<file path="src/sv/touch_press_debounce_tracker_assert.svh">
// Assertion macros shared by the touch tracker RTL.
// Included by the files that check their own logic; no other dependencies.
`ifndef TOUCH_PRESS_DEBOUNCE_TRACKER_ASSERT_SVH
`define TOUCH_PRESS_DEBOUNCE_TRACKER_ASSERT_SVH

`ifndef NO_ASSERTIONS
// same-cycle implication
`define TPDT_ASSERT_IMP(lbl, clk, rst, ante, cons) \
   lbl: assert property (@(posedge clk) disable iff (rst) (ante) |-> (cons)) \
      else $error("tpdt assertion failed");
// next-cycle implication
`define TPDT_ASSERT_NXT(lbl, clk, rst, ante, cons) \
   lbl: assert property (@(posedge clk) disable iff (rst) (ante) |=> (cons)) \
      else $error("tpdt assertion failed");
`else
`define TPDT_ASSERT_IMP(lbl, clk, rst, ante, cons)
`define TPDT_ASSERT_NXT(lbl, clk, rst, ante, cons)
`endif

`endif

</file>
<file path="src/sv/tpdt_pkg.sv">
// Shared types and constants of the touch press debounce tracker.
// No dependencies; used by tpdt_csr, tpdt_div, the top level and the testbench.
`default_nettype none

package tpdt_pkg;

   localparam int EL_W     = 10;
   localparam int PR_W     = 10;
   localparam int RAW_W    = 11;
   localparam int SPAN_W   = 12;
   localparam int COORD_W  = 16;
   localparam int MS_W     = 16;
   localparam int CSR_ADDR_W = 5;
   localparam int CSR_DATA_W = 32;

   // divider operand widths: |(s - lo) * span| < 2^24, |hi - lo| < 2^11
   localparam int DIV_NUM_W = 24;
   localparam int DIV_DEN_W = 11;

   localparam logic [2:0] REG_PRESS_THRESHOLD = 3'd0;
   localparam logic [2:0] REG_DEBOUNCE_MS     = 3'd1;
   localparam logic [2:0] REG_X_RAW_MIN       = 3'd2;
   localparam logic [2:0] REG_X_RAW_MAX       = 3'd3;
   localparam logic [2:0] REG_Y_RAW_MIN       = 3'd4;
   localparam logic [2:0] REG_Y_RAW_MAX       = 3'd5;
   localparam logic [2:0] REG_DISP_WIDTH      = 3'd6;
   localparam logic [2:0] REG_DISP_HEIGHT     = 3'd7;

   localparam logic [PR_W-1:0]   RST_PRESS_THRESHOLD = 10'd512;
   localparam logic [EL_W-1:0]   RST_DEBOUNCE_MS     = 10'd20;
   localparam logic [RAW_W-1:0]  RST_RAW_MIN         = 11'd0;
   localparam logic [RAW_W-1:0]  RST_RAW_MAX         = 11'd2046;
   localparam logic [SPAN_W-1:0] RST_DISP_WIDTH      = 12'd320;
   localparam logic [SPAN_W-1:0] RST_DISP_HEIGHT     = 12'd240;

   typedef struct packed {
      logic [PR_W-1:0]   press_threshold;
      logic [EL_W-1:0]   debounce_ms;
      logic [RAW_W-1:0]  x_raw_min;
      logic [RAW_W-1:0]  x_raw_max;
      logic [RAW_W-1:0]  y_raw_min;
      logic [RAW_W-1:0]  y_raw_max;
      logic [SPAN_W-1:0] disp_width;
      logic [SPAN_W-1:0] disp_height;
   } cfg_type;

   typedef struct packed {
      logic busy;
      logic done;
   } div_status_type;

   typedef enum logic [2:0] {
      ST_IDLE,
      ST_MUL_X,
      ST_START_X,
      ST_WAIT_X,
      ST_MUL_Y,
      ST_START_Y,
      ST_WAIT_Y,
      ST_FINISH
   } state_type;

endpackage

`default_nettype wire

</file>
<file path="src/sv/touch_press_debounce_tracker.sv">
// Touch press debounce tracker.
// Each req_ transaction is one panel poll (elapsed ms, pressure sample, X/Y
// electrode sums). Each poll yields exactly one rsp_ transaction with the raw
// and debounced touch state, press/release edge flags, the current, press-down
// and lift-off points, and saturating ms counters since press and release.
// Handshake: a transaction moves at a clock edge where valid is high and
// stall is low on that channel.
// Both coordinates of an accepted poll go through one 12x13 multiplier and
// one shared restoring divider (24 quotient bits, one per cycle), X first,
// then Y. req_stall is high from acceptance until the result is committed
// to the output register, so a new poll is not taken while one is in flight.
// If the receiver stalls, the finished result waits in the sequencer and the
// tracking state is committed only once the output register is free.
// Reset (synchronous, active high) restores the register defaults, clears the
// timers and flags, and sets the current point to -1,-1.
// Configuration registers sit at byte address 4*index; write them only while
// no poll is in flight.
// Depends on tpdt_pkg, tpdt_csr, tpdt_div and the assertion macro header.
`default_nettype none

`include "touch_press_debounce_tracker_assert.svh"

module touch_press_debounce_tracker #(
   parameter int TIMER_BITS = 16,
   parameter int ADC_BITS   = 10
) (
   input  wire logic                                 clock,
   input  wire logic                                 reset,
   input  wire logic                                 req_valid,
   output logic                                      req_stall,
   input  wire logic [tpdt_pkg::EL_W-1:0]            req_elapsed_ms,
   input  wire logic [tpdt_pkg::PR_W-1:0]            req_pressure_sample,
   input  wire logic [tpdt_pkg::RAW_W-1:0]           req_x_pair_sum,
   input  wire logic [tpdt_pkg::RAW_W-1:0]           req_y_pair_sum,
   output logic                                      rsp_valid,
   input  wire logic                                 rsp_stall,
   output logic                                      rsp_raw_touch,
   output logic                                      rsp_touch_held,
   output logic                                      rsp_press_edge,
   output logic                                      rsp_release_edge,
   output logic signed [tpdt_pkg::COORD_W-1:0]       rsp_pos_x,
   output logic signed [tpdt_pkg::COORD_W-1:0]       rsp_pos_y,
   output logic signed [tpdt_pkg::COORD_W-1:0]       rsp_press_x,
   output logic signed [tpdt_pkg::COORD_W-1:0]       rsp_press_y,
   output logic signed [tpdt_pkg::COORD_W-1:0]       rsp_lift_x,
   output logic signed [tpdt_pkg::COORD_W-1:0]       rsp_lift_y,
   output logic        [tpdt_pkg::MS_W-1:0]          rsp_ms_since_press,
   output logic        [tpdt_pkg::MS_W-1:0]          rsp_ms_since_release,
   input  wire logic                                 csr_psel,
   input  wire logic                                 csr_penable,
   input  wire logic                                 csr_pwrite,
   input  wire logic [tpdt_pkg::CSR_ADDR_W-1:0]      csr_paddr,
   input  wire logic [tpdt_pkg::CSR_DATA_W-1:0]      csr_pwdata,
   output logic      [tpdt_pkg::CSR_DATA_W-1:0]      csr_prdata,
   output logic                                      csr_pready
);

   localparam int EL_W    = tpdt_pkg::EL_W;
   localparam int PR_W    = tpdt_pkg::PR_W;
   localparam int RAW_W   = tpdt_pkg::RAW_W;
   localparam int SPAN_W  = tpdt_pkg::SPAN_W;
   localparam int CW      = tpdt_pkg::COORD_W;
   localparam int MS_W    = tpdt_pkg::MS_W;
   localparam int NUM_W   = tpdt_pkg::DIV_NUM_W;
   localparam int DEN_W   = tpdt_pkg::DIV_DEN_W;
   localparam int DIFF_W  = RAW_W + 1;
   localparam int PROD_W  = DIFF_W + SPAN_W + 1;
   localparam int SUM_W   = ((TIMER_BITS > EL_W) ? TIMER_BITS : EL_W) + 1;
   localparam int OUT_W   = (TIMER_BITS > MS_W) ? TIMER_BITS : MS_W;
   localparam logic [SUM_W-1:0] TMAX_EXT = SUM_W'({TIMER_BITS{1'b1}});
   localparam logic [PR_W-1:0]  ADC_MASK = PR_W'((64'd1 << ADC_BITS) - 64'd1);

   // ------------------------------------------------------------------
   // helpers
   // ------------------------------------------------------------------
   function automatic logic [TIMER_BITS-1:0] sat_add(input logic [TIMER_BITS-1:0] t,
                                                     input logic [EL_W-1:0] d);
      logic [SUM_W-1:0] s;
      s = SUM_W'(t) + SUM_W'(d);
      if (s > TMAX_EXT) begin
         return {TIMER_BITS{1'b1}};
      end
      return s[TIMER_BITS-1:0];
   endfunction

   function automatic logic [MS_W-1:0] timer_out(input logic [TIMER_BITS-1:0] t);
      logic [OUT_W-1:0] e;
      e = OUT_W'(t);
      if (e > OUT_W'({MS_W{1'b1}})) begin
         return {MS_W{1'b1}};
      end
      return e[MS_W-1:0];
   endfunction

   function automatic logic [SUM_W-1:0] ext_timer(input logic [TIMER_BITS-1:0] t);
      return SUM_W'(t);
   endfunction

   // clamp a signed quotient given as magnitude and sign to 16 bits
   function automatic logic [CW-1:0] sat_quot(input logic [NUM_W-1:0] mag,
                                               input logic neg);
      logic [NUM_W-1:0] negated;
      negated = ~mag + 1'b1;
      if (neg) begin
         if (mag >= NUM_W'(32768)) begin
            return {1'b1, {(CW-1){1'b0}}};
         end
         return negated[CW-1:0];
      end
      if (mag > NUM_W'(32767)) begin
         return {1'b0, {(CW-1){1'b1}}};
      end
      return mag[CW-1:0];
   endfunction

   // ------------------------------------------------------------------
   // configuration and shared divider
   // ------------------------------------------------------------------
   tpdt_pkg::cfg_type        cfg;
   tpdt_pkg::div_status_type div_status;
   logic [NUM_W-1:0]         div_quotient;
   logic                     div_start;

   tpdt_csr u_csr (
      .clock       (clock),
      .reset       (reset),
      .csr_psel    (csr_psel),
      .csr_penable (csr_penable),
      .csr_pwrite  (csr_pwrite),
      .csr_paddr   (csr_paddr),
      .csr_pwdata  (csr_pwdata),
      .csr_prdata  (csr_prdata),
      .csr_pready  (csr_pready),
      .cfg         (cfg)
   );

   // ------------------------------------------------------------------
   // sequencer
   // ------------------------------------------------------------------
   tpdt_pkg::state_type state_ff, state_in;
   logic                accept;
   logic                out_free;
   logic                commit;
   logic                axis_y;
   logic                mul_en;
   logic                cap_x;
   logic                cap_y;

   assign accept   = req_valid && !req_stall;
   assign out_free = !rsp_valid || !rsp_stall;

   always_comb begin
      state_in = state_ff;
      case (state_ff)
         tpdt_pkg::ST_IDLE:    if (req_valid) state_in = tpdt_pkg::ST_MUL_X;
         tpdt_pkg::ST_MUL_X:   state_in = tpdt_pkg::ST_START_X;
         tpdt_pkg::ST_START_X: state_in = tpdt_pkg::ST_WAIT_X;
         tpdt_pkg::ST_WAIT_X:  if (div_status.done) state_in = tpdt_pkg::ST_MUL_Y;
         tpdt_pkg::ST_MUL_Y:   state_in = tpdt_pkg::ST_START_Y;
         tpdt_pkg::ST_START_Y: state_in = tpdt_pkg::ST_WAIT_Y;
         tpdt_pkg::ST_WAIT_Y:  if (div_status.done) state_in = tpdt_pkg::ST_FINISH;
         tpdt_pkg::ST_FINISH:  if (out_free) state_in = tpdt_pkg::ST_IDLE;
         default:              state_in = tpdt_pkg::ST_IDLE;
      endcase
   end

   always_comb begin
      req_stall = 1'b1;
      axis_y    = 1'b0;
      mul_en    = 1'b0;
      div_start = 1'b0;
      cap_x     = 1'b0;
      cap_y     = 1'b0;
      commit    = 1'b0;
      case (state_ff)
         tpdt_pkg::ST_IDLE:    req_stall = 1'b0;
         tpdt_pkg::ST_MUL_X:   mul_en = 1'b1;
         tpdt_pkg::ST_START_X: div_start = 1'b1;
         tpdt_pkg::ST_WAIT_X:  cap_x = div_status.done;
         tpdt_pkg::ST_MUL_Y: begin
            axis_y = 1'b1;
            mul_en = 1'b1;
         end
         tpdt_pkg::ST_START_Y: begin
            axis_y    = 1'b1;
            div_start = 1'b1;
         end
         tpdt_pkg::ST_WAIT_Y: begin
            axis_y = 1'b1;
            cap_y  = div_status.done;
         end
         tpdt_pkg::ST_FINISH:  commit = out_free;
         default:              req_stall = 1'b1;
      endcase
   end

   always_ff @(posedge clock) begin
      if (reset) begin
         state_ff <= tpdt_pkg::ST_IDLE;
      end else begin
         state_ff <= state_in;
      end
   end

   // ------------------------------------------------------------------
   // poll capture and coordinate scaling datapath
   // ------------------------------------------------------------------
   logic [EL_W-1:0]           el_ff;
   logic [PR_W-1:0]           pr_ff;
   logic [RAW_W-1:0]          xs_ff;
   logic [RAW_W-1:0]          ys_ff;
   logic [RAW_W-1:0]          sel_sum;
   logic [RAW_W-1:0]          sel_lo;
   logic [RAW_W-1:0]          sel_hi;
   logic [SPAN_W-1:0]         sel_span;
   logic signed [DIFF_W-1:0]  diff_s;
   logic signed [DIFF_W-1:0]  den_s;
   logic signed [SPAN_W:0]    span_s;
   logic signed [PROD_W-1:0]  prod_ff;
   logic [NUM_W-1:0]          prod_mag;
   logic [DEN_W-1:0]          den_mag;
   logic                      quot_neg;
   logic [CW-1:0]             scaled;
   logic [CW-1:0]             scaled_x_ff;
   logic [CW-1:0]             scaled_y_ff;

   always_ff @(posedge clock) begin
      if (accept) begin
         el_ff <= req_elapsed_ms;
         pr_ff <= req_pressure_sample;
         xs_ff <= req_x_pair_sum;
         ys_ff <= req_y_pair_sum;
      end
   end

   assign sel_sum  = axis_y ? ys_ff : xs_ff;
   assign sel_lo   = axis_y ? cfg.y_raw_min : cfg.x_raw_min;
   assign sel_hi   = axis_y ? cfg.y_raw_max : cfg.x_raw_max;
   assign sel_span = axis_y ? cfg.disp_height : cfg.disp_width;

   assign diff_s = $signed({1'b0, sel_sum}) - $signed({1'b0, sel_lo});
   assign den_s  = $signed({1'b0, sel_hi}) - $signed({1'b0, sel_lo});
   assign span_s = $signed({1'b0, sel_span});

   always_ff @(posedge clock) begin
      if (mul_en) begin
         prod_ff <= diff_s * span_s;
      end
   end

   assign prod_mag = prod_ff[PROD_W-1] ? NUM_W'(-prod_ff) : prod_ff[NUM_W-1:0];
   assign den_mag  = den_s[DIFF_W-1] ? DEN_W'(-den_s) : den_s[DEN_W-1:0];
   assign quot_neg = prod_ff[PROD_W-1] ^ den_s[DIFF_W-1];
   // a zero input span maps to coordinate zero
   assign scaled   = (den_s == '0) ? '0 : sat_quot(div_quotient, quot_neg);

   tpdt_div u_div (
      .clock    (clock),
      .reset    (reset),
      .start    (div_start),
      .num      (prod_mag),
      .den      (den_mag),
      .quotient (div_quotient),
      .status   (div_status)
   );

   always_ff @(posedge clock) begin
      if (cap_x) begin
         scaled_x_ff <= scaled;
      end
      if (cap_y) begin
         scaled_y_ff <= scaled;
      end
   end

   // ------------------------------------------------------------------
   // debounce and tracking state
   // ------------------------------------------------------------------
   logic                  raw_prev_ff, raw_prev_in;
   logic                  held_flag_ff, held_flag_in;
   logic [TIMER_BITS-1:0] raw_down_ff, raw_down_in;
   logic [TIMER_BITS-1:0] raw_up_ff, raw_up_in;
   logic [TIMER_BITS-1:0] press_tmr_ff, press_tmr_in;
   logic [TIMER_BITS-1:0] release_tmr_ff, release_tmr_in;
   logic [CW-1:0]         cur_x_ff, cur_x_in, cur_y_ff, cur_y_in;
   logic [CW-1:0]         held_x_ff, held_x_in, held_y_ff, held_y_in;
   logic [CW-1:0]         down_x_ff, down_x_in, down_y_ff, down_y_in;
   logic [CW-1:0]         up_x_ff, up_x_in, up_y_ff, up_y_in;
   logic                  raw;
   logic                  pedge;
   logic                  redge;

   assign raw = (pr_ff & ADC_MASK) < cfg.press_threshold;

   always_comb begin
      raw_down_in    = sat_add(raw_down_ff, el_ff);
      raw_up_in      = sat_add(raw_up_ff, el_ff);
      press_tmr_in   = sat_add(press_tmr_ff, el_ff);
      release_tmr_in = sat_add(release_tmr_ff, el_ff);
      held_flag_in   = held_flag_ff;
      up_x_in        = up_x_ff;
      up_y_in        = up_y_ff;
      cur_x_in       = cur_x_ff;
      cur_y_in       = cur_y_ff;
      held_x_in      = held_x_ff;
      held_y_in      = held_y_ff;
      down_x_in      = down_x_ff;
      down_y_in      = down_y_ff;

      if (raw && !raw_prev_ff) begin
         raw_down_in = '0;
      end
      // raw lift: restart the up timer and keep the last held point
      if (!raw && raw_prev_ff) begin
         raw_up_in = '0;
         up_x_in   = held_x_ff;
         up_y_in   = held_y_ff;
      end
      if (raw && (ext_timer(raw_down_in) > SUM_W'(cfg.debounce_ms))) begin
         held_flag_in = 1'b1;
      end
      if (!raw && (ext_timer(raw_up_in) > SUM_W'(cfg.debounce_ms))) begin
         held_flag_in = 1'b0;
      end
      if (raw) begin
         cur_x_in = scaled_x_ff;
         cur_y_in = scaled_y_ff;
      end
      if (held_flag_in) begin
         held_x_in = cur_x_in;
         held_y_in = cur_y_in;
      end
      pedge = !held_flag_ff && held_flag_in;
      redge = held_flag_ff && !held_flag_in;
      if (pedge) begin
         down_x_in    = cur_x_in;
         down_y_in    = cur_y_in;
         press_tmr_in = '0;
      end
      if (redge) begin
         release_tmr_in = '0;
      end
      raw_prev_in = raw;
   end

   always_ff @(posedge clock) begin
      if (reset) begin
         raw_prev_ff    <= 1'b0;
         held_flag_ff   <= 1'b0;
         raw_down_ff    <= '0;
         raw_up_ff      <= '0;
         press_tmr_ff   <= '0;
         release_tmr_ff <= '0;
         cur_x_ff       <= '1;
         cur_y_ff       <= '1;
         held_x_ff      <= '0;
         held_y_ff      <= '0;
         down_x_ff      <= '0;
         down_y_ff      <= '0;
         up_x_ff        <= '0;
         up_y_ff        <= '0;
      end else if (commit) begin
         raw_prev_ff    <= raw_prev_in;
         held_flag_ff   <= held_flag_in;
         raw_down_ff    <= raw_down_in;
         raw_up_ff      <= raw_up_in;
         press_tmr_ff   <= press_tmr_in;
         release_tmr_ff <= release_tmr_in;
         cur_x_ff       <= cur_x_in;
         cur_y_ff       <= cur_y_in;
         held_x_ff      <= held_x_in;
         held_y_ff      <= held_y_in;
         down_x_ff      <= down_x_in;
         down_y_ff      <= down_y_in;
         up_x_ff        <= up_x_in;
         up_y_ff        <= up_y_in;
      end
   end

   // ------------------------------------------------------------------
   // output register
   // ------------------------------------------------------------------
   logic rsp_valid_ff, rsp_valid_in;

   always_comb begin
      rsp_valid_in = rsp_valid_ff;
      if (commit) begin
         rsp_valid_in = 1'b1;
      end else if (rsp_valid_ff && !rsp_stall) begin
         rsp_valid_in = 1'b0;
      end
   end

   always_ff @(posedge clock) begin
      if (reset) begin
         rsp_valid_ff <= 1'b0;
      end else begin
         rsp_valid_ff <= rsp_valid_in;
      end
   end

   always_ff @(posedge clock) begin
      if (commit) begin
         rsp_raw_touch        <= raw;
         rsp_touch_held       <= held_flag_in;
         rsp_press_edge       <= pedge;
         rsp_release_edge     <= redge;
         rsp_pos_x            <= cur_x_in;
         rsp_pos_y            <= cur_y_in;
         rsp_press_x          <= down_x_in;
         rsp_press_y          <= down_y_in;
         rsp_lift_x           <= up_x_in;
         rsp_lift_y           <= up_y_in;
         rsp_ms_since_press   <= timer_out(press_tmr_in);
         rsp_ms_since_release <= timer_out(release_tmr_in);
      end
   end

   assign rsp_valid = rsp_valid_ff;

   logic press_ok;
   logic release_ok;

   assign press_ok   = rsp_touch_held && rsp_raw_touch && (rsp_ms_since_press == '0);
   assign release_ok = !rsp_touch_held && !rsp_raw_touch && (rsp_ms_since_release == '0);

   `TPDT_ASSERT_IMP(a_edges_exclusive, clock, reset, rsp_valid, !(rsp_press_edge && rsp_release_edge))
   `TPDT_ASSERT_IMP(a_press_held, clock, reset, rsp_valid && rsp_press_edge, press_ok)
   `TPDT_ASSERT_IMP(a_release_clear, clock, reset, rsp_valid && rsp_release_edge, release_ok)
   `TPDT_ASSERT_IMP(a_div_idle_commit, clock, reset, commit, !div_status.busy)

endmodule

`default_nettype wire

</file>
<file path="src/sv/tpdt_csr.sv">
// Configuration register file with an APB-style write/read port.
// Depends on tpdt_pkg for the register map, reset values and cfg_type.
`default_nettype none

module tpdt_csr (
   input  wire logic                                clock,
   input  wire logic                                reset,
   input  wire logic                                csr_psel,
   input  wire logic                                csr_penable,
   input  wire logic                                csr_pwrite,
   input  wire logic [tpdt_pkg::CSR_ADDR_W-1:0]     csr_paddr,
   input  wire logic [tpdt_pkg::CSR_DATA_W-1:0]     csr_pwdata,
   output logic      [tpdt_pkg::CSR_DATA_W-1:0]     csr_prdata,
   output logic                                     csr_pready,
   output tpdt_pkg::cfg_type                        cfg
);

   tpdt_pkg::cfg_type cfg_ff;
   tpdt_pkg::cfg_type cfg_in;
   logic [2:0]        reg_index;
   logic              wr_en;

   assign reg_index  = csr_paddr[tpdt_pkg::CSR_ADDR_W-1:2];
   assign wr_en      = csr_psel && csr_penable && csr_pwrite;
   assign csr_pready = 1'b1;
   assign cfg        = cfg_ff;

   always_comb begin
      cfg_in = cfg_ff;
      if (wr_en) begin
         case (reg_index)
            tpdt_pkg::REG_PRESS_THRESHOLD:
               cfg_in.press_threshold = csr_pwdata[tpdt_pkg::PR_W-1:0];
            tpdt_pkg::REG_DEBOUNCE_MS:
               cfg_in.debounce_ms = csr_pwdata[tpdt_pkg::EL_W-1:0];
            tpdt_pkg::REG_X_RAW_MIN:
               cfg_in.x_raw_min = csr_pwdata[tpdt_pkg::RAW_W-1:0];
            tpdt_pkg::REG_X_RAW_MAX:
               cfg_in.x_raw_max = csr_pwdata[tpdt_pkg::RAW_W-1:0];
            tpdt_pkg::REG_Y_RAW_MIN:
               cfg_in.y_raw_min = csr_pwdata[tpdt_pkg::RAW_W-1:0];
            tpdt_pkg::REG_Y_RAW_MAX:
               cfg_in.y_raw_max = csr_pwdata[tpdt_pkg::RAW_W-1:0];
            tpdt_pkg::REG_DISP_WIDTH:
               cfg_in.disp_width = csr_pwdata[tpdt_pkg::SPAN_W-1:0];
            tpdt_pkg::REG_DISP_HEIGHT:
               cfg_in.disp_height = csr_pwdata[tpdt_pkg::SPAN_W-1:0];
            default: cfg_in = cfg_ff;
         endcase
      end
   end

   always_comb begin
      case (reg_index)
         tpdt_pkg::REG_PRESS_THRESHOLD:
            csr_prdata = tpdt_pkg::CSR_DATA_W'(cfg_ff.press_threshold);
         tpdt_pkg::REG_DEBOUNCE_MS:
            csr_prdata = tpdt_pkg::CSR_DATA_W'(cfg_ff.debounce_ms);
         tpdt_pkg::REG_X_RAW_MIN:
            csr_prdata = tpdt_pkg::CSR_DATA_W'(cfg_ff.x_raw_min);
         tpdt_pkg::REG_X_RAW_MAX:
            csr_prdata = tpdt_pkg::CSR_DATA_W'(cfg_ff.x_raw_max);
         tpdt_pkg::REG_Y_RAW_MIN:
            csr_prdata = tpdt_pkg::CSR_DATA_W'(cfg_ff.y_raw_min);
         tpdt_pkg::REG_Y_RAW_MAX:
            csr_prdata = tpdt_pkg::CSR_DATA_W'(cfg_ff.y_raw_max);
         tpdt_pkg::REG_DISP_WIDTH:
            csr_prdata = tpdt_pkg::CSR_DATA_W'(cfg_ff.disp_width);
         tpdt_pkg::REG_DISP_HEIGHT:
            csr_prdata = tpdt_pkg::CSR_DATA_W'(cfg_ff.disp_height);
         default: csr_prdata = '0;
      endcase
   end

   always_ff @(posedge clock) begin
      if (reset) begin
         cfg_ff.press_threshold <= tpdt_pkg::RST_PRESS_THRESHOLD;
         cfg_ff.debounce_ms     <= tpdt_pkg::RST_DEBOUNCE_MS;
         cfg_ff.x_raw_min       <= tpdt_pkg::RST_RAW_MIN;
         cfg_ff.x_raw_max       <= tpdt_pkg::RST_RAW_MAX;
         cfg_ff.y_raw_min       <= tpdt_pkg::RST_RAW_MIN;
         cfg_ff.y_raw_max       <= tpdt_pkg::RST_RAW_MAX;
         cfg_ff.disp_width      <= tpdt_pkg::RST_DISP_WIDTH;
         cfg_ff.disp_height     <= tpdt_pkg::RST_DISP_HEIGHT;
      end else begin
         cfg_ff <= cfg_in;
      end
   end

endmodule

`default_nettype wire

</file>
<file path="src/sv/tpdt_div.sv">
// Shared restoring divider on magnitudes, one quotient bit per cycle.
// Depends on tpdt_pkg for operand widths and the status struct.
`default_nettype none

`include "touch_press_debounce_tracker_assert.svh"

module tpdt_div (
   input  wire logic                              clock,
   input  wire logic                              reset,
   input  wire logic                              start,
   input  wire logic [tpdt_pkg::DIV_NUM_W-1:0]    num,
   input  wire logic [tpdt_pkg::DIV_DEN_W-1:0]    den,
   output logic      [tpdt_pkg::DIV_NUM_W-1:0]    quotient,
   output tpdt_pkg::div_status_type               status
);

   localparam int NUM_W = tpdt_pkg::DIV_NUM_W;
   localparam int DEN_W = tpdt_pkg::DIV_DEN_W;
   localparam int CNT_W = $clog2(NUM_W + 1);

   logic [NUM_W-1:0] quo_ff, quo_in;
   logic [DEN_W-1:0] rem_ff, rem_in;
   logic [DEN_W-1:0] den_ff;
   logic [CNT_W-1:0] cnt_ff, cnt_in;
   logic             busy_ff, busy_in;
   logic             done_ff, done_in;
   logic [DEN_W:0]   rem_shift;
   logic [DEN_W:0]   rem_sub;
   logic             fits;

   // shift the next dividend bit in, subtract when the divisor fits
   assign rem_shift = {rem_ff, quo_ff[NUM_W-1]};
   assign fits      = rem_shift >= {1'b0, den_ff};
   assign rem_sub   = rem_shift - {1'b0, den_ff};

   always_comb begin
      quo_in  = quo_ff;
      rem_in  = rem_ff;
      cnt_in  = cnt_ff;
      busy_in = busy_ff;
      done_in = 1'b0;
      if (start) begin
         quo_in  = num;
         rem_in  = '0;
         cnt_in  = CNT_W'(NUM_W);
         busy_in = 1'b1;
      end else if (busy_ff) begin
         quo_in = {quo_ff[NUM_W-2:0], fits};
         rem_in = fits ? rem_sub[DEN_W-1:0] : rem_shift[DEN_W-1:0];
         cnt_in = cnt_ff - 1'b1;
         if (cnt_ff == CNT_W'(1)) begin
            busy_in = 1'b0;
            done_in = 1'b1;
         end
      end
   end

   always_ff @(posedge clock) begin
      if (reset) begin
         busy_ff <= 1'b0;
         done_ff <= 1'b0;
         cnt_ff  <= '0;
      end else begin
         busy_ff <= busy_in;
         done_ff <= done_in;
         cnt_ff  <= cnt_in;
      end
   end

   always_ff @(posedge clock) begin
      quo_ff <= quo_in;
      rem_ff <= rem_in;
      if (start) begin
         den_ff <= den;
      end
   end

   assign quotient    = quo_ff;
   assign status.busy = busy_ff;
   assign status.done = done_ff;

   `TPDT_ASSERT_IMP(a_start_idle, clock, reset, start, !busy_ff)
   `TPDT_ASSERT_NXT(a_done_pulse, clock, reset, done_ff, !done_ff)
   `TPDT_ASSERT_IMP(a_busy_count, clock, reset, busy_ff, cnt_ff != '0)

endmodule

`default_nettype wire

</file>
<file path="config.mk">
export PLATFORM = sky130hd
export DESIGN_NAME = touch_press_debounce_tracker
export DESIGN_NICKNAME = d
export VERILOG_FILES = /design/src/sv/tpdt_pkg.sv /design/src/sv/touch_press_debounce_tracker.sv /design/src/sv/tpdt_csr.sv /design/src/sv/tpdt_div.sv
export VERILOG_INCLUDE_DIRS = /design/src /design/src/sv
export SDC_FILE = /design/constraint.sdc
export NUM_CORES = 2
export LEC_CHECK = 0
export BUFFER_PORTS_ARGS = -buffer_cell sky130_fd_sc_hd__buf_2
export CAP_MARGIN = 40
export CORE_MARGIN = 3
export CORE_UTILIZATION = 25
export CTS_BUF_LIST = sky130_fd_sc_hd__clkbuf_4 sky130_fd_sc_hd__clkbuf_8
export DETAILED_ROUTE_END_ITERATION = 6
export PLACE_DENSITY = 0.36
export SYNTH_ARGS = -nofsm -noshare
export SYNTH_HDL_FRONTEND = slang
export SYNTH_SLANG_ARGS = --single-unit
export TNS_END_PERCENT = 20
</file>
<file path="constraint.sdc">
create_clock -name clock -period 20.1 [get_ports clock]
set_input_delay 2.01 -clock clock [delete_from_list [all_inputs] [get_ports clock]]
set_output_delay 2.01 -clock clock [all_outputs]
set_load 0.01 [all_outputs]
</file>
==> Yosys cells after proc, flatten, opt, wreduce, memory -nomap -nowiden <==
Index checks and enable logic that the tools add are counted.
W data, S select, Z words.
{ "word_totals": {"reg_bits": 570, "input_bits": 86, "output_inout_bits": 167, "word_cells": 207} }
{ "classes": {"n_addsub": 11, "multipliers": 1, "order_cmp": 12, "eq_ne": 19, "mux": 74, "n_bitwise": 3, "n_reduce_logical": 37} }
{ "ops": {"columns": ["cell", "count"], "rows": [
  ["$mux W16", 29],
  ["$pmux W32 S8", 1],
  ["$mux W24", 3],
  ["$add A16 B10 Y17", 4],
  ["$gt A17 B16 Y1 const B", 4],
  ["$mux W11", 5],
  ["$gt A16 B10 Y1", 2],
  ["$gt A16 B16 Y1 const B", 2],
  ["$mux W1", 28],
  ["$mul A12 B13 Y25", 1],
  ["$eq A3 B3 Y1 const B", 8],
  ["$ge A24 B16 Y1 const B", 1],
  ["$gt A24 B15 Y1 const B", 1],
  ["$neg A24 Y24", 1],
  ["$pmux W3 S8", 1],
  ["$sub A11 B11 Y12", 2],
  ["$reduce_and A2 Y1", 9],
  ["$add A16 B1 Y16 const B", 1],
  ["$not A16 Y16", 1],
  ["$eq A3 B2 Y1 const B", 4],
  ["$ge A12 B11 Y1", 1],
  ["$logic_not A12 Y1", 1],
  ["$mux W12", 1],
  ["$mux W3", 4],
  ["19 further kinds", 42]
]} }

==> Longest topological paths before layout <==
{ "logic_depth": {"depth_word": 16, "depth_mapped": 39} }

==> Hierarchy <==
A second synthesis with hierarchy kept.
{ "hier_totals": {"cells_unflattened": 3413, "area_unflattened_um2": 33280.7} }
{ "by_module_without_submodules": {"columns": ["module", "instances", "cells_per_inst", "area_each_um2"], "rows": [
  ["touch_press_debounce_tracker", 1, 2671, 26242.7],
  ["tpdt_csr", 1, 506, 4281.6],
  ["tpdt_div", 1, 236, 2756.4]
]} }

==> Worst setup path after synthesis <==
OpenSTA, ideal clock, no wires.
{ "synth_timing": {"path_type": "register to register", "start": "reg state_ff[0]", "end": "reg prod_ff[23], data pin", "setup_ps": 257, "arrival_time_ps": 9116, "required_ps": 19843, "slack_ps": 10727, "path_stages_with_launch": 37, "synth_period_minus_slack_ps": 9373, "path_cell_list": "dfxtp_1 inv_1 ha_1 buf_4 o31ai_4 clkbuf_1 clkbuf_1 clkbuf_1 mux2i_1 ha_1 inv_1 fa_1 a21o_1 a31o_2 a41oi_1 and2_1 xor2_1 clkbuf_1 nor2_1 fa_1 inv_1 fa_1 inv_1 fa_1 inv_1 fa_1 fa_1 inv_1 ha_1 a211o_1 o21a_1 o2111ai_1 nand3_1 nor4_1 o31ai_1 o41a_1 xor2_1"} }
{ "synth_via": {"elab_chain_cells": 6, "word_cells_on_any_way": 10, "classes_between": "add/sub: 1; mul: 1; eq/ne: 3; mux: 4; reduce/logical: 1"} }
{ "synth_rtl": {"columns": ["item", "line", "text"], "rows": [
  ["start: declaration", "touch_press_debounce_tracker.sv:140", "tpdt_pkg::state_type state_ff, state_in;"],
  ["start signal: assignment", "touch_press_debounce_tracker.sv:199", "state_ff <= tpdt_pkg::ST_IDLE;"],
  ["start signal: assignment", "touch_press_debounce_tracker.sv:201", "state_ff <= state_in;"],
  ["$eq A3 B3 Y1", "touch_press_debounce_tracker.sv:175", "case (state_ff)"],
  ["$reduce_or A3 Y1 (no source line) (*)", null, null],
  ["$mux W1 (*)", "touch_press_debounce_tracker.sv:175", null],
  ["$mux W11, on equally long branches", "touch_press_debounce_tracker.sv:236, touch_press_debounce_tracker.sv:237", null],
  ["$sub A11 B11 Y12", "touch_press_debounce_tracker.sv:241", "assign diff_s = $signed({1'b0, sel_sum}) - $signed({1'b0, sel_lo});"],
  ["$mul A12 B13 Y25 (*)", "touch_press_debounce_tracker.sv:247", "prod_ff <= diff_s * span_s;"],
  ["end signal: assignment", "touch_press_debounce_tracker.sv:247", null],
  ["end: declaration", "touch_press_debounce_tracker.sv:219", "logic signed [PROD_W-1:0] prod_ff;"]
]} }
Mark *: on every way between the ends. The rest lies on a longest branch, timed or not.
A chain may end at the register's enable or synchronous reset.

==> Worst setup path after layout <==
Ends and elaborated chain as after synthesis.

==> metrics.cfg <==
[outcome]
status = complete, no violations

[clocking]
cts_buffer_depth = 3
clk_pin_slew_ns = 0.06
clkSinkCount = 570
hold_buffers = 0
cts_resized = 0
clkLatencyLatePin_ns = 0.82
htreeDepth = 3
cts_buffers = 111
root_buffer = clkbuf_8
cts_tree = yes
cts_setup_buffers = 0

[route]
vias = 25480
vias_per_cell = 4.56
wl_per_cell_um = 18.1
drc = 0
drtIter0Drc = 1279
ant_nets = 0
drt_wl_total_mm = 101
first_pass_iters = 5

[critical_path]
critical_path.top_delay_family = adder cells
critPathLaunch = state_ff[0]
cp-start-kind = register
arrival_ns = 10.50
r2r-end = prod_ff[23]
crit_slowest_cell = xor2_1
r2r-start = state_ff[0]
cp_max_fo = 30
cp_num_buf_inv = 8
path_class = register to register
end_kind = register
r2r_setup_slack_ns = 10.12
path_depth = 32
crit_end = prod_ff[23]
max_stage_delay_ns = 0.71
worst_ep_required_time_ns = 20.62
rr_worst_depth = 32

[power_and_ir_drop]
ir_drop_v = 0.0000634
powerDensity_mw_per_mm2 = 105
p_leak_uw = 0.0153

[global_route]
grt_pass1_vias = 25149
grt_util_all_layers = 0.146
grt_max_degree = 99
antenna_found_initial = 5
grt_pass1_wl_mm = 155
grt-ovfl-total = 0

[final_layout]
drive_gt1_frac = 0.140
seqCellArea_mm2 = 0.0141
final_cells = 5582
largest_register_ff_count = 88
fillers = 13846
nNetsFinal = 4117
utilization = 0.294
syn2layout_area_growth_pct = 16.4
multiInputGateArea_mm2 = 0.0170

[timing]
slew_viol_final = 0
final.period_utilization = 0.497
min_period_ns = 9.98
max_slew_margin = 0.398
rsz0062_at_grt = false
timing.final.ws_setup_ns = 10.12
setup_viol = 0
max_freq_mhz = 100
hold_violations = 0
worstMarginPinSlew_ns = 0.897
setup-tns-final_ns = 0
finalClockSkew_ns = 0.0613

[placed_design]
pre_cts_ws_ns = 10.20
port_buffers = 209
hpwl_mm = 70.9
placed_cells = 5369
gp_congestion = 0.770

[floorplan]
core_mm2 = 0.130
dieHeight_um = 369
dieArea_mm2 = 0.136
rows = 132
dieWidth_um = 369
io_pins = 253
start_util = 0.253

[yosys]
synth_top_area_frac = 0.243
async_reset_ff_frac = 0
syn-cell-area_mm2 = 0.0329
synth_top_area_cell = edfxtp_1
syn_inst = 3548
synthFlopType = dfxtp_1
synth_area_per_cell_um2 = 9.26
synthTopCellsByArea = edfxtp_1 (24%), dfxtp_1 (19%), nand2_1 (7.2%)
synth-seq-area-share = 0.428
synth-edff-count = 266
yosysMostFrequentCell = nand2_1
ys_types = 92
synth_common_cells = nand2_1 (632), dfxtp_1 (304), a21oi_1 (282)
synth-seq-cells = 570
yosys_warnings = 0

[worst_hold_path]
hold_start = u_csr.cfg[82]
hp-class = register to register

[flow_run]
drv_cap = 0

[metal layers]
metal  routed length [µm]  part of all wire  GRT usage  up-vias
li1                     -                 -          -    12645
met1                47700              0.47      0.198    12218
met2                46600              0.46      0.236      476
met3                 4470             0.044     0.0249      141
met4                 2170             0.022     0.0438        0
met5                    0                 0          0        -
[area by class of cell]
type                            count  share of cell area
Clock inverter                     38             0.00703
Antenna cell                        3            0.000196
Multi-Input combinational cell   2513               0.444
Sequential cell                   570               0.368
Timing Repair Buffer              266              0.0423
Clock buffer                      172              0.0545
Tap cell                         1742              0.0570
Inverter                          278              0.0275
[logic make-up after synthesis]
logic type               synth area share
AO/OA/AOI/OAI                       0.153
XOR/XNOR                           0.0312
adder cells (fa/ha/maj)             0.135
buffers and inverters              0.0599
flip-flops                          0.428
multiplexers                       0.0397
other                            0.000229
AND/OR/NAND/NOR                     0.152
[layout by cell type, fill, tap and decap left out, types with 8 or more instances in the layout]
master / n
a21o_1: 24
nand2b_1: 32
clkinv_1: 18
a31oi_1: 34
mux2i_1: 118
nor2_1: 264
a22o_1: 8
o21a_1: 27
nor2b_1: 20
clkbuf_4: 45
o31ai_1: 18
a31o_2: 16
nor4_1: 10
conb_1: 21
clkbuf_8: 128
and2_1: 21
or3_1: 20
a221oi_1: 13
dfxtp_1: 304
buf_2: 212
xor2_1: 57
clkinv_2: 10
and3_1: 22
fa_1: 108
o211ai_1: 48
a21boi_0: 11
nand3_1: 46
nor3_1: 45
edfxtp_1: 266
a21oi_1: 282
inv_1: 275
a211oi_1: 83
buf_4: 42
or2_2: 12
nand2_1: 632
xnor2_1: 60
o21ai_0: 137
ha_1: 183
[worst min-delay path: stages (launching register included)]
cell     delay [ns]
dfxtp_1        0.30
nand2_1        0.05
a21oi_1        0.05
[per-stage QoR]
step           instance area [µm²]  hold slack [ns]  total power (µW)
2_1_floorplan                32900            0.426              2420
3_3_place_gp                 35600            0.442              2830
3_5_place_dp                 35900            0.447              2840
4_1_cts                      38300            0.454              4130
5_1_grt                      38300            0.471              4360
6_report                     38300            0.453              4030
[power breakdown]
part | internal [µW] | switching [µW]
logic | 507 | 833
registers | 1370 | 77.9
clock network | 688 | 551
total | 2570 | 1460
[worst min-delay path by stage]
| stage | to | slack, ns | cells after the start |
|---|---|---|---|
| 2_1_floorplan | u_div.rem_ff[10] | 0.43 | 2 |
| 3_3_place_gp | up_y_ff[15] | 0.44 | 2 |
| 3_5_place_dp | u_csr.cfg[82] | 0.45 | 2 |
| 4_1_cts | u_csr.cfg[82] | 0.45 | 2 |
| 5_1_grt | u_csr.cfg[81] | 0.47 | 2 |
| 6_report | u_csr.cfg[82] | 0.45 | 2 |
(Power assumes the default switching activity.)
